--- src/rtl/core/qea_pkg.sv ---
// qea_pkg: shared types and constants for the quadrature encoder accelerator
// no dependencies; used by quadrature_encoder_accel
`timescale 1ns / 1ps
`default_nettype none

package qea_pkg;

   // encoder slots carried on the result port (fields a, b, c)
   localparam int ENC_SLOTS = 3;
   // encoders actually decoded, 1 to ENC_SLOTS
   localparam int NUM_ENCODERS = 3;

   localparam int PIN_W    = 8;
   localparam int TIME_W   = 16;
   localparam int POS_W    = 16;
   localparam int STEP_W   = 8;
   localparam int CSR_IDX_W = 3;
   localparam int CSR_DATA_W = 16;

   typedef logic [2:0]              pin_idx_type;
   typedef logic [PIN_W-1:0]        pins_type;
   typedef logic [TIME_W-1:0]       time_type;
   typedef logic signed [POS_W-1:0] pos_type;
   typedef logic [STEP_W-1:0]       step_type;
   typedef logic [ENC_SLOTS-1:0]    mask_type;

   // pin pair of each encoder slot
   localparam pin_idx_type UPPER_PIN [ENC_SLOTS] = '{3'd6, 3'd4, 3'd1};
   localparam pin_idx_type LOWER_PIN [ENC_SLOTS] = '{3'd5, 3'd3, 3'd0};

   // register indexes on the csr port
   typedef enum logic [CSR_IDX_W-1:0] {
      CSR_FAST_THRESHOLD   = 3'd0,
      CSR_MEDIUM_THRESHOLD = 3'd1,
      CSR_FAST_STEP        = 3'd2,
      CSR_MEDIUM_STEP      = 3'd3,
      CSR_SLOW_STEP        = 3'd4
   } csr_idx_type;

   // register reset values
   localparam time_type FAST_THRESHOLD_RST   = 16'd50;
   localparam time_type MEDIUM_THRESHOLD_RST = 16'd100;
   localparam step_type FAST_STEP_RST        = 8'd5;
   localparam step_type MEDIUM_STEP_RST      = 8'd2;
   localparam step_type SLOW_STEP_RST        = 8'd1;

endpackage

`default_nettype wire

--- src/rtl/core/quadrature_encoder_accel.sv ---
// quadrature_encoder_accel: three-channel quadrature decoder with
// speed-dependent step size; depends on qea_pkg
`timescale 1ns / 1ps
`default_nettype none

// Each req beat carries one sample of the 8-bit encoder pin port and the
// millisecond time of that sample. The sample is compared with the previous
// one: a change on the upper pin of a pair is one step, up when the two pins
// of the pair differ, down when they match. The time since the last step in
// the same direction picks fast, medium or slow step size (thresholds and
// sizes set through the csr port, to be written only while the block is
// idle, a rule on the user that the block itself does not enforce).
// Each req beat yields exactly one rsp beat with the three wrapping 16-bit
// positions and a mask of the encoders that stepped. Pipeline: an input
// register, then compare/add logic into the result register, so a sample
// enters every cycle unless req_ready is stalled: with rsp_ready low the
// block holds two beats, one in each register, and then stalls req_ready.
// Decoder state (previous pins, step times, positions) updates as a sample
// moves into the result register.
module quadrature_encoder_accel (
   input  wire logic                                clock,
   input  wire logic                                reset,
   // sample input
   input  wire logic                                req_valid,
   output logic                                     req_ready,
   input  wire logic [qea_pkg::PIN_W-1:0]           req_pin_sample,
   input  wire logic [qea_pkg::TIME_W-1:0]          req_now_ms,
   // result output
   output logic                                     rsp_valid,
   input  wire logic                                rsp_ready,
   output logic signed [qea_pkg::POS_W-1:0]         rsp_position_a,
   output logic signed [qea_pkg::POS_W-1:0]         rsp_position_b,
   output logic signed [qea_pkg::POS_W-1:0]         rsp_position_c,
   output logic [qea_pkg::ENC_SLOTS-1:0]            rsp_moved_mask,
   // configuration writes
   input  wire logic                                csr_we,
   input  wire logic [qea_pkg::CSR_IDX_W-1:0]       csr_index,
   input  wire logic [qea_pkg::CSR_DATA_W-1:0]      csr_wdata
);

   // configuration registers
   qea_pkg::time_type fast_thr_ff;
   qea_pkg::time_type medium_thr_ff;
   qea_pkg::step_type fast_step_ff;
   qea_pkg::step_type medium_step_ff;
   qea_pkg::step_type slow_step_ff;

   // input stage
   logic               s1_valid_ff;
   qea_pkg::pins_type  s1_pins_ff;
   qea_pkg::time_type  s1_now_ff;

   // decoder state
   qea_pkg::pins_type  last_pins_ff;
   qea_pkg::time_type  up_time_ff   [qea_pkg::ENC_SLOTS];
   qea_pkg::time_type  down_time_ff [qea_pkg::ENC_SLOTS];
   qea_pkg::pos_type   pos_ff       [qea_pkg::ENC_SLOTS];

   qea_pkg::time_type  up_time_in   [qea_pkg::ENC_SLOTS];
   qea_pkg::time_type  down_time_in [qea_pkg::ENC_SLOTS];
   qea_pkg::pos_type   pos_in       [qea_pkg::ENC_SLOTS];
   qea_pkg::mask_type  moved_in;

   // result stage
   logic               rsp_valid_ff;
   qea_pkg::pos_type   rsp_pos_ff   [qea_pkg::ENC_SLOTS];
   qea_pkg::mask_type  rsp_mask_ff;

   logic rsp_free;
   logic s1_advance;

   // result slot opens when empty or being drained this cycle
   assign rsp_free   = !rsp_valid_ff || rsp_ready;
   assign s1_advance = s1_valid_ff && rsp_free;
   assign req_ready  = !s1_valid_ff || rsp_free;

   assign rsp_valid      = rsp_valid_ff;
   assign rsp_position_a = rsp_pos_ff[0];
   assign rsp_position_b = rsp_pos_ff[1];
   assign rsp_position_c = rsp_pos_ff[2];
   assign rsp_moved_mask = rsp_mask_ff;

   // per-encoder step decode, all slots in parallel
   always_comb begin
      qea_pkg::pins_type changed;
      qea_pkg::time_type interval;
      qea_pkg::step_type step;
      logic              up;
      changed  = s1_pins_ff ^ last_pins_ff;
      moved_in = '0;
      interval = '0;
      step     = '0;
      up       = 1'b0;
      for (int i = 0; i < qea_pkg::ENC_SLOTS; i++) begin
         up_time_in[i]   = up_time_ff[i];
         down_time_in[i] = down_time_ff[i];
         pos_in[i]       = pos_ff[i];
         if (i < qea_pkg::NUM_ENCODERS && changed[qea_pkg::UPPER_PIN[i]]) begin
            up = s1_pins_ff[qea_pkg::UPPER_PIN[i]] ^ s1_pins_ff[qea_pkg::LOWER_PIN[i]];
            // interval since last step in this direction, wraps at 16 bits
            if (up) begin
               interval      = s1_now_ff - up_time_ff[i];
               up_time_in[i] = s1_now_ff;
            end else begin
               interval        = s1_now_ff - down_time_ff[i];
               down_time_in[i] = s1_now_ff;
            end
            if (interval < fast_thr_ff) begin
               step = fast_step_ff;
            end else if (interval < medium_thr_ff) begin
               step = medium_step_ff;
            end else begin
               step = slow_step_ff;
            end
            if (up) begin
               pos_in[i] = pos_ff[i] + qea_pkg::pos_type'({8'd0, step});
            end else begin
               pos_in[i] = pos_ff[i] - qea_pkg::pos_type'({8'd0, step});
            end
            moved_in[i] = 1'b1;
         end
      end
   end

   // configuration registers
   always_ff @(posedge clock) begin
      if (reset) begin
         fast_thr_ff    <= qea_pkg::FAST_THRESHOLD_RST;
         medium_thr_ff  <= qea_pkg::MEDIUM_THRESHOLD_RST;
         fast_step_ff   <= qea_pkg::FAST_STEP_RST;
         medium_step_ff <= qea_pkg::MEDIUM_STEP_RST;
         slow_step_ff   <= qea_pkg::SLOW_STEP_RST;
      end else if (csr_we) begin
         unique case (qea_pkg::csr_idx_type'(csr_index))
            qea_pkg::CSR_FAST_THRESHOLD:   fast_thr_ff    <= csr_wdata;
            qea_pkg::CSR_MEDIUM_THRESHOLD: medium_thr_ff  <= csr_wdata;
            qea_pkg::CSR_FAST_STEP:        fast_step_ff   <= csr_wdata[qea_pkg::STEP_W-1:0];
            qea_pkg::CSR_MEDIUM_STEP:      medium_step_ff <= csr_wdata[qea_pkg::STEP_W-1:0];
            qea_pkg::CSR_SLOW_STEP:        slow_step_ff   <= csr_wdata[qea_pkg::STEP_W-1:0];
            default: ;  // unknown index, write dropped
         endcase
      end
   end

   // input stage
   always_ff @(posedge clock) begin
      if (reset) begin
         s1_valid_ff <= 1'b0;
      end else if (req_ready) begin
         s1_valid_ff <= req_valid;
      end
   end

   always_ff @(posedge clock) begin
      if (req_valid && req_ready) begin
         s1_pins_ff <= req_pin_sample;
         s1_now_ff  <= req_now_ms;
      end
   end

   // decoder state, updated as a sample moves into the result register
   always_ff @(posedge clock) begin
      if (reset) begin
         last_pins_ff <= '0;
         for (int i = 0; i < qea_pkg::ENC_SLOTS; i++) begin
            up_time_ff[i]   <= '0;
            down_time_ff[i] <= '0;
            pos_ff[i]       <= '0;
         end
      end else if (s1_advance) begin
         last_pins_ff <= s1_pins_ff;
         for (int i = 0; i < qea_pkg::ENC_SLOTS; i++) begin
            up_time_ff[i]   <= up_time_in[i];
            down_time_ff[i] <= down_time_in[i];
            pos_ff[i]       <= pos_in[i];
         end
      end
   end

   // result stage
   always_ff @(posedge clock) begin
      if (reset) begin
         rsp_valid_ff <= 1'b0;
      end else if (rsp_free) begin
         rsp_valid_ff <= s1_valid_ff;
      end
   end

   always_ff @(posedge clock) begin
      if (s1_advance) begin
         for (int i = 0; i < qea_pkg::ENC_SLOTS; i++) begin
            rsp_pos_ff[i] <= pos_in[i];
         end
         rsp_mask_ff <= moved_in;
      end
   end

endmodule

`default_nettype wire
--- config.mk ---
export PLATFORM = sky130hd
export DESIGN_NAME = quadrature_encoder_accel
export DESIGN_NICKNAME = d
export VERILOG_FILES = /design/src/rtl/core/qea_pkg.sv /design/src/rtl/core/quadrature_encoder_accel.sv
export SDC_FILE = /design/constraint.sdc
export NUM_CORES = 1
export LEC_CHECK = 0
export ABC_AREA = 1
export BUFFER_PORTS_ARGS = -buffer_cell sky130_fd_sc_hd__buf_2
export CAP_MARGIN = 0
export CORE_MARGIN = 10
export CORE_UTILIZATION = 65
export CTS_BUF_LIST = sky130_fd_sc_hd__clkbuf_4 sky130_fd_sc_hd__clkbuf_8
export CTS_CLUSTER_DIAMETER = 100
export DETAILED_ROUTE_END_ITERATION = 10
export PLACE_DENSITY = 0.93
export SLEW_MARGIN = 15
export SYNTH_ARGS = -nofsm -noshare
export SYNTH_HDL_FRONTEND = slang
export SYNTH_SLANG_ARGS = --single-unit
export TNS_END_PERCENT = 30
--- constraint.sdc ---
create_clock -name clock -period 14.8 [get_ports clock]
set_clock_uncertainty 0.15 [all_clocks]
set_input_delay 2.96 -clock clock [delete_from_list [all_inputs] [get_ports clock]]
set_output_delay 2.96 -clock clock [all_outputs]
set_load 0.02 [all_outputs]
==> summary.md, run 1 <==
| Metric | Value |
|---|---|
| Critical Path AT | 8.63 ns |
| Synth Net Count | 2,230 |
| Post-layout minimum cycle time | 8.49 ns |
| GRT Util Overall | 0.258 |
| Clock sinks | 278 |
| Die X-Extent | 186 um |
| Top_reg_cell synth | edfxtp_1 |
| Crit Path Class | register to register |
| Clk Latency, worst-skew pair | 0.57 ns |
| Status | finished, final reports clean |
| Most used cell along the critical path | nand2_1 |
| Area added between synthesis and finish | 10.2% |
| Critical path endpoint category | register |
| Hpwl dp | 33,000 um |
| Yosys reg bits | 278 |
| Avg Inst Size Synth | 9.02 sq um |
| Cts repair resizes | 0 |
| Reg2reg setup slack | 6.31 ns |
| Inserted Diodes | 0 |
| Root buf cell | clkbuf_8 |
| Cell with the most instances after synthesis | nand2_1 |
| Cell Area, Synth | 18,000 sq um |
| Critical Path Source Type | register |
| Post-synth EDFFs | 217 |
| Hold WC Path Type | register to register |
| Worst Path Required | 14.94 ns |
| Largest net degree at the start of global routing | 63 |
| Fill cells | 1,950 |
| Inst Count DP | 2,439 |
| Crit Path Max Fanout | 25 |
| Longest Clk Path Bufs | 3 |
| Power Density | 149 nW/um^2 |
| Dominant cells by area after synthesis | edfxtp_1 36%, ha_1 13%, nand2_1 7.2%, dfxtp_1 6.8%, inv_1 5.4% |
| First-pass GRT wire length | 71,500 um |
| Max-Cap Viols | 0 |
| Register area share after synthesis | 0.431 |
| Max Clock Freq | 0.118 GHz |
| Yosys cell types | 60 |
| DRT Pass-1 Iters | 8 |
| RD Place Congestion | 0.934 |
| TNS Setup | 0 ns |
| Total number of vias | 14,500 |
| Yosys warnings | 0 |
| Clock-pin slew on the worst setup and hold paths | 0.07 ns |
| Count of pins over their slew limit | 0 |
| Placeable Area | 27,100 sq um |
| Final setup violating endpoints | 0 |
| Slowest cell on crit path | nand2_2 |
| H-Tree Level Count | 2 |
| Share of the synthesized area in the top cell type | 0.363 |
| FFs w/ async S/R, synth | 0 |
| CTS Buf Count | 46 |
| Row Count | 60 |
| Actual slew at the worst max-slew pin | 0.973 ns |
| Max incr delay on CP | 0.70 ns |
| Starting DRT DRC Count | 1,165 |
| RSZ-0062 raised after global routing | no |
| Nets | 2,355 |
| Cells after Synth | 1,990 |
| Worst VDD drop | 0.104 mV |
| Starting density of the core | 0.663 |
| Slew headroom | 0.349 |
| DRT antenna net count | 0 |
| Drt total wl | 45,100 um |
| Vias/cell | 5.73 |
| Input/output buffers | 98 |
| Post-CTS Setup Bufs | 0 |
| DRC | 0 |
| Vias in the first global route | 14,300 |
| Non-filler cells in the finished layout | 2,521 |
| Die height | 186 um |
| DR WL/cell | 17.9 um |
| CTS tree | built |
| Gr ovfl total | 0 |
| Synth cell count leaders | 346 x nand2_1, 260 x inv_1, 217 x edfxtp_1 |
| Cts hold-fix bufs | 0 |
| Final hold vios | 0 |
| DIE AREA | 34,700 sq um |
| Layout cells sized above 1 | 0.139 |
| Final Cycle Share | 0.573 |
| Initial antenna violation count | 1 |
| LEAKAGE | 9.06 nW |
| Num ports | 101 |
| Area leader, netlist | edfxtp_1 |
-- placed cells by master, fill, tap and decap left out, types with 5 or more instances in the layout --
master and count:
mux2i_1 45, o21ai_1 28, o211ai_1 21, a31oi_1 12, xor2_1 72, nand2_1 344, clkinv_1 11, nand2_4 5
or2_1 5, o22ai_1 6, nor2_1 154, buf_2 98, o21ai_2 6, a21oi_2 6, buf_4 16, a21oi_1 180
xnor2_1 15, ha_1 186, fa_1 6, nand4_1 8, o21a_1 7, or2_2 19, nand2_2 28, inv_1 259
nor2_4 6, edfxtp_1 217, a21o_1 5, o21ai_0 100, o21bai_1 7, clkbuf_4 13, nor3_1 18, dfxtp_1 61
nand3_2 11, inv_2 6, clkbuf_8 54, nand3_1 64
-- final timing paths --
kind,from,to,cells past startpoint
max,s1_pins_ff[4]$_DFFE_PP_,pos_ff[0][31]$_SDFFCE_PN0P_,48
min,fast_step_ff[7]$_SDFFE_PP0P_,fast_step_ff[7]$_SDFFE_PP0P_,2
max reg2reg,s1_pins_ff[4]$_DFFE_PP_,pos_ff[0][31]$_SDFFCE_PN0P_,48
min reg2reg,fast_step_ff[7]$_SDFFE_PP0P_,fast_step_ff[7]$_SDFFE_PP0P_,2
-- worst max-delay path, delay by kind of cell, from the launching register on --
kind | cells | cell delay, ns
and+or+nand+nor | 29 | 3.70
AOI/OAI and AO/OA | 9 | 1.74
DFF | 1 | 0.45
adders and majority gates | 5 | 1.23
buffers and inverters | 4 | 0.58
xor gates and xnor gates | 1 | 0.33
-- state kept, by name (all words and copies together), names as in the netlist, 3 cells and up --
name	count
down_time_ff	48
pos_ff	48
rsp_pos_ff	48
up_time_ff	48
fast_thr_ff	16
medium_thr_ff	16
s1_now_ff	16
fast_step_ff	8
medium_step_ff	8
slow_step_ff	8
s1_pins_ff	6
last_pins_ff	3
rsp_moved_mask	3
-- kinds of logic (layout without fill, tap and decap cells) --
group | after synthesis | in the layout | share of synthesized area
adders and majority gates | 192 | 192 | 0.136
buffers and inverters | 308 | 467 | 0.0673
DFF | 278 | 278 | 0.431
xor gates and xnor gates | 87 | 87 | 0.0424
muxes | 45 | 45 | 0.0251
and+or+nand+nor | 675 | 675 | 0.168
AOI/OAI and AO/OA | 405 | 405 | 0.130
-- layer usage --
metal  vias to the layer above  wire length, um  GRT usage
met2                       582            22100      0.455
met5                         -               11          0
li1                       7033                -          -
met4                         2             1850      0.114
met3                       128             3190     0.0431
met1                      6712            18000      0.303
-- cell type report --
cell class / instances / area [sq um] / area share
timing repair buffer: 114 / 611 / 0.0308
clock inverter: 15 / 103 / 0.00518
inverter: 271 / 1020 / 0.0517
tap: 372 / 465 / 0.0235
sequential: 278 / 7740 / 0.391
multi-input combinational: 1404 / 9020 / 0.456
clock buffer: 67 / 841 / 0.0425
-- where the power goes --
group,internal [mW],leakage (nW),switching (mW)
combinational,0.463,5.87,0.846
clock,0.382,0.489,0.310
sequential,0.922,2.70,0.0271
-- stage by stage --
step / worst slack (ns) / area [sq um] / hold WS, ns / total power, mW / utilization
global route: 5.65 / 19800 / 0.366 / 3.15 / 0.731
global placement: 6.69 / 18900 / 0.326 / 2.17 / 0.696
CTS: 6.43 / 19800 / 0.345 / 2.94 / 0.731
finish: 6.31 / 19800 / 0.343 / 2.95 / 0.731
detailed placement: 6.46 / 18900 / 0.332 / 2.24 / 0.696
floorplan: 7.92 / 18000 / 0.302 / 1.96 / -
(Power assumes the default switching activity.)
==> run 2: changes to the inputs <==
--- a/config.mk
+++ b/config.mk
@@ -9,11 +9,11 @@
 export BUFFER_PORTS_ARGS = -buffer_cell sky130_fd_sc_hd__buf_2
 export CAP_MARGIN = 0
 export CORE_MARGIN = 10
-export CORE_UTILIZATION = 65
+export CORE_UTILIZATION = 58
 export CTS_BUF_LIST = sky130_fd_sc_hd__clkbuf_4 sky130_fd_sc_hd__clkbuf_8
 export CTS_CLUSTER_DIAMETER = 100
 export DETAILED_ROUTE_END_ITERATION = 10
-export PLACE_DENSITY = 0.93
+export PLACE_DENSITY = 0.88
 export SLEW_MARGIN = 15
 export SYNTH_ARGS = -nofsm -noshare
 export SYNTH_HDL_FRONTEND = slang
==> constraint.sdc (replaced) <==
create_clock -name clock -period 7.8 [get_ports clock]
set_clock_uncertainty 0.15 [all_clocks]
set_input_delay 1.56 -clock clock [delete_from_list [all_inputs] [get_ports clock]]
set_output_delay 1.56 -clock clock [all_outputs]
set_load 0.02 [all_outputs]
==> run 2 against run 1 <==
- combinational power grew 95%
- register-to-register slack got worse by 5.9 ns
- largest cell class unchanged
- largest power group unchanged
- global-route usage down 3.1 points
- first-iteration DRC count decreased by 21%
- wire length grew 0.23%
- hold slack gained 0.014 ns
- cell area grew 2.4%
- critical endpoint unchanged
- sequential share of layout area fell by 0.91 points
==> summary.md, run 2 (synthesis results as in run 1) <==
| Metric | Value |
|---|---|
| Power Density | 283 nW/um^2 (was 149 nW/um^2) |
| Largest net degree at the start of global routing | 63 (unchanged) |
| Worst slack, placed | 0.202 ns (was 6.46 ns) |
| LEAKAGE | 9.28 nW (was 9.06 nW) |
| GRT Util Overall | 0.227 (was 0.258) |
| Max Clock Freq | 0.135 GHz (was 0.118 GHz) |
| Input/output buffers | 98 (unchanged) |
| DRT antenna net count | 0 (unchanged) |
| Longest Clk Path Bufs | 3 (unchanged) |
| Crit Path Max Fanout | 12 (was 25) |
| Drt total wl | 45,200 um (was 45,100 um) |
| Area added between synthesis and finish | 12.9% (was 10.2%) |
| CTS Buf Count | 46 (unchanged) |
| Max incr delay on CP | 0.41 ns (was 0.70 ns) |
| Initial antenna violation count | 1 (unchanged) |
| DRC | 0 (unchanged) |
| Inst Count DP | 2,473 (was 2,439) |
| PnR worst setup slack | 0.388 ns (was 6.31 ns) |
| Hold WC Path Type | register to register (unchanged) |
| Starting DRT DRC Count | 921 (was 1,165) |
| Combinational share of power | 0.447 (was 0.444) |
| Commonest non-fill, non-tap cells in the layout | 343 x nand2_1, 259 x inv_1, 217 x edfxtp_1 (was 344 x nand2_1, 259 x inv_1, 217 x edfxtp_1) |
| Post-layout minimum cycle time | 7.41 ns (was 8.49 ns) |
| Critical Path Source Type | register (unchanged) |
| First-pass GRT wire length | 72,000 um (was 71,500 um) |
| Flop pwr share | 0.314 (was 0.322) |
| Actual slew at the worst max-slew pin | 1.06 ns (was 0.973 ns) |
| Total number of vias | 14,600 (was 14,500) |
| Nets | 2,390 (was 2,355) |
| Final hold vios | 0 (unchanged) |
| DR WL/cell | 17.5 um (was 17.9 um) |
| Clock sinks | 278 (unchanged) |
| Status | finished, final reports clean (unchanged) |
| DRT Pass-1 Iters | 6 (was 8) |
| Starting density of the core | 0.587 (was 0.663) |
| Sw Pwr | 2.25 mW (was 1.18 mW) |
| Worst VDD drop | 0.181 mV (was 0.104 mV) |
| Worst Path Required | 7.95 ns (was 14.94 ns) |
| Hpwl dp | 33,200 um (was 33,000 um) |
| H-Tree Level Count | 2 (unchanged) |
| Cts hold-fix bufs | 0 (unchanged) |
| Non-filler cells in the finished layout | 2,581 (was 2,521) |
| Most used cell along the critical path | nand2_1 (unchanged) |
| Placeable Area | 30,600 sq um (was 27,100 sq um) |
| CTS tree | built (unchanged) |
| Commonest non-fill, non-tap cell in the layout | nand2_1 (unchanged) |
| Critical Path AT | 7.57 ns (was 8.63 ns) |
| Die X-Extent | 196 um (was 186 um) |
| Gr ovfl total | 0 (unchanged) |
| Clk Latency, worst-skew pair | 0.58 ns (was 0.57 ns) |
| Slew headroom | 0.291 (was 0.349) |
| Num ports | 101 (unchanged) |
| Max-Cap Viols | 0 (unchanged) |
| Internal power | 3.49 mW (was 1.77 mW) |
| Die height | 196 um (was 186 um) |
| DIE AREA | 38,400 sq um (was 34,700 sq um) |
| Clock share of power | 0.240 (was 0.235) |
| Final Cycle Share | 0.950 (was 0.573) |
| Sw frac | 0.392 (was 0.401) |
| Final setup violating endpoints | 0 (unchanged) |
| RD Place Congestion | 0.927 (was 0.934) |
| Row Count | 64 (was 60) |
| Critical path endpoint category | register (unchanged) |
| Clock-pin slew on the worst setup and hold paths | 0.06 ns (was 0.07 ns) |
| Fill cells | 2,346 (was 1,950) |
| Root buf cell | clkbuf_8 (unchanged) |
| Count of pins over their slew limit | 0 (unchanged) |
| Crit Path Class | register to register (unchanged) |
| Slowest cell on crit path | edfxtp_1 (was nand2_2) |
| Vias in the first global route | 14,600 (was 14,300) |
| Vias/cell | 5.65 (was 5.73) |
| Layout cells sized above 1 | 0.157 (was 0.139) |
==> run 2: final timing paths <==
kind,from,endpoint,slack (ns),depth (start not counted)
min reg2reg,last_pins_ff[1]$_SDFFE_PP0P_,last_pins_ff[1]$_SDFFE_PP0P_,0.36,2
max,s1_pins_ff[4]$_DFFE_PP_,pos_ff[0][31]$_SDFFCE_PN0P_,0.39,45
max reg2reg,s1_pins_ff[4]$_DFFE_PP_,pos_ff[0][31]$_SDFFCE_PN0P_,0.39,45
min,last_pins_ff[1]$_SDFFE_PP0P_,last_pins_ff[1]$_SDFFE_PP0P_,0.36,2
==> run 2: through the flow <==
stage / TNS (ns) / hold slack (ns) / area [sq um] / total power, mW / util
after CTS: 0 / 0.351 / 20000 / 5.63 / 0.653
final: 0 / 0.357 / 20300 / 5.74 / 0.663
after global placement: 0 / 0.330 / 19000 / 4.14 / 0.621
after detailed placement: 0 / 0.341 / 19000 / 4.24 / 0.621
after global routing: -0.537 / 0.379 / 20300 / 6.15 / 0.663
after floorplan: 0 / 0.302 / 18000 / 3.72 / -
==> run 2: area by class of cell <==
| cell class | instances | area (sq um) | share of cell area |
|---|---|---|---|
| multi-input cells | 1404 | 9100 | 0.449 |
| clock buffers | 55 | 719 | 0.0355 |
| flip-flops and latches | 278 | 7740 | 0.382 |
| diodes | 1 | 2.50 | 0.000123 |
| repair buffers | 149 | 932 | 0.0460 |
| inverters | 271 | 1020 | 0.0505 |
| clock inverters | 27 | 260 | 0.0128 |
| well taps | 396 | 495 | 0.0244 |
==> run 2: power groups by stage <==
stage / registers [mW] / clock network, mW / logic [mW]
6_report: 1.80 / 1.37 / 2.56
5_1_grt: 1.81 / 1.46 / 2.88
4_1_cts: 1.80 / 1.40 / 2.44
3_3_place_gp: 1.82 / 0 / 2.32
2_1_floorplan: 1.86 / 0 / 1.86
3_5_place_dp: 1.83 / 0 / 2.42
==> run 2: layer usage <==
metal	wire [um]	vias to the layer above	global-route usage
met5	10	-	0
met4	1750	2	0.105
met3	2980	110	0.0377
met2	22100	497	0.395
met1	18400	6850	0.269
li1	-	7122	-
==> run 2: what timing repair did <==
item                                   4_1_cts  5_1_grt
setup endpoints to repair                    0       27
endpoints found under the hold margin        0        0
gates resized for setup                      0       23
buffers inserted                             0       24
==> run 2: worst max-delay path: cells and delay by family, from the launching register on <==
| family | cells | cell delay (ns) |
|---|---|---|
| XOR/XNOR | 1 | 0.27 |
| multiplexers | 1 | 0.38 |
| AND/OR/NAND/NOR | 23 | 2.20 |
| buffers and inverters | 7 | 0.94 |
| flip-flops | 1 | 0.41 |
| AO/OA/AOI/OAI | 10 | 1.82 |
| adder cells (fa/ha/maj) | 3 | 0.94 |
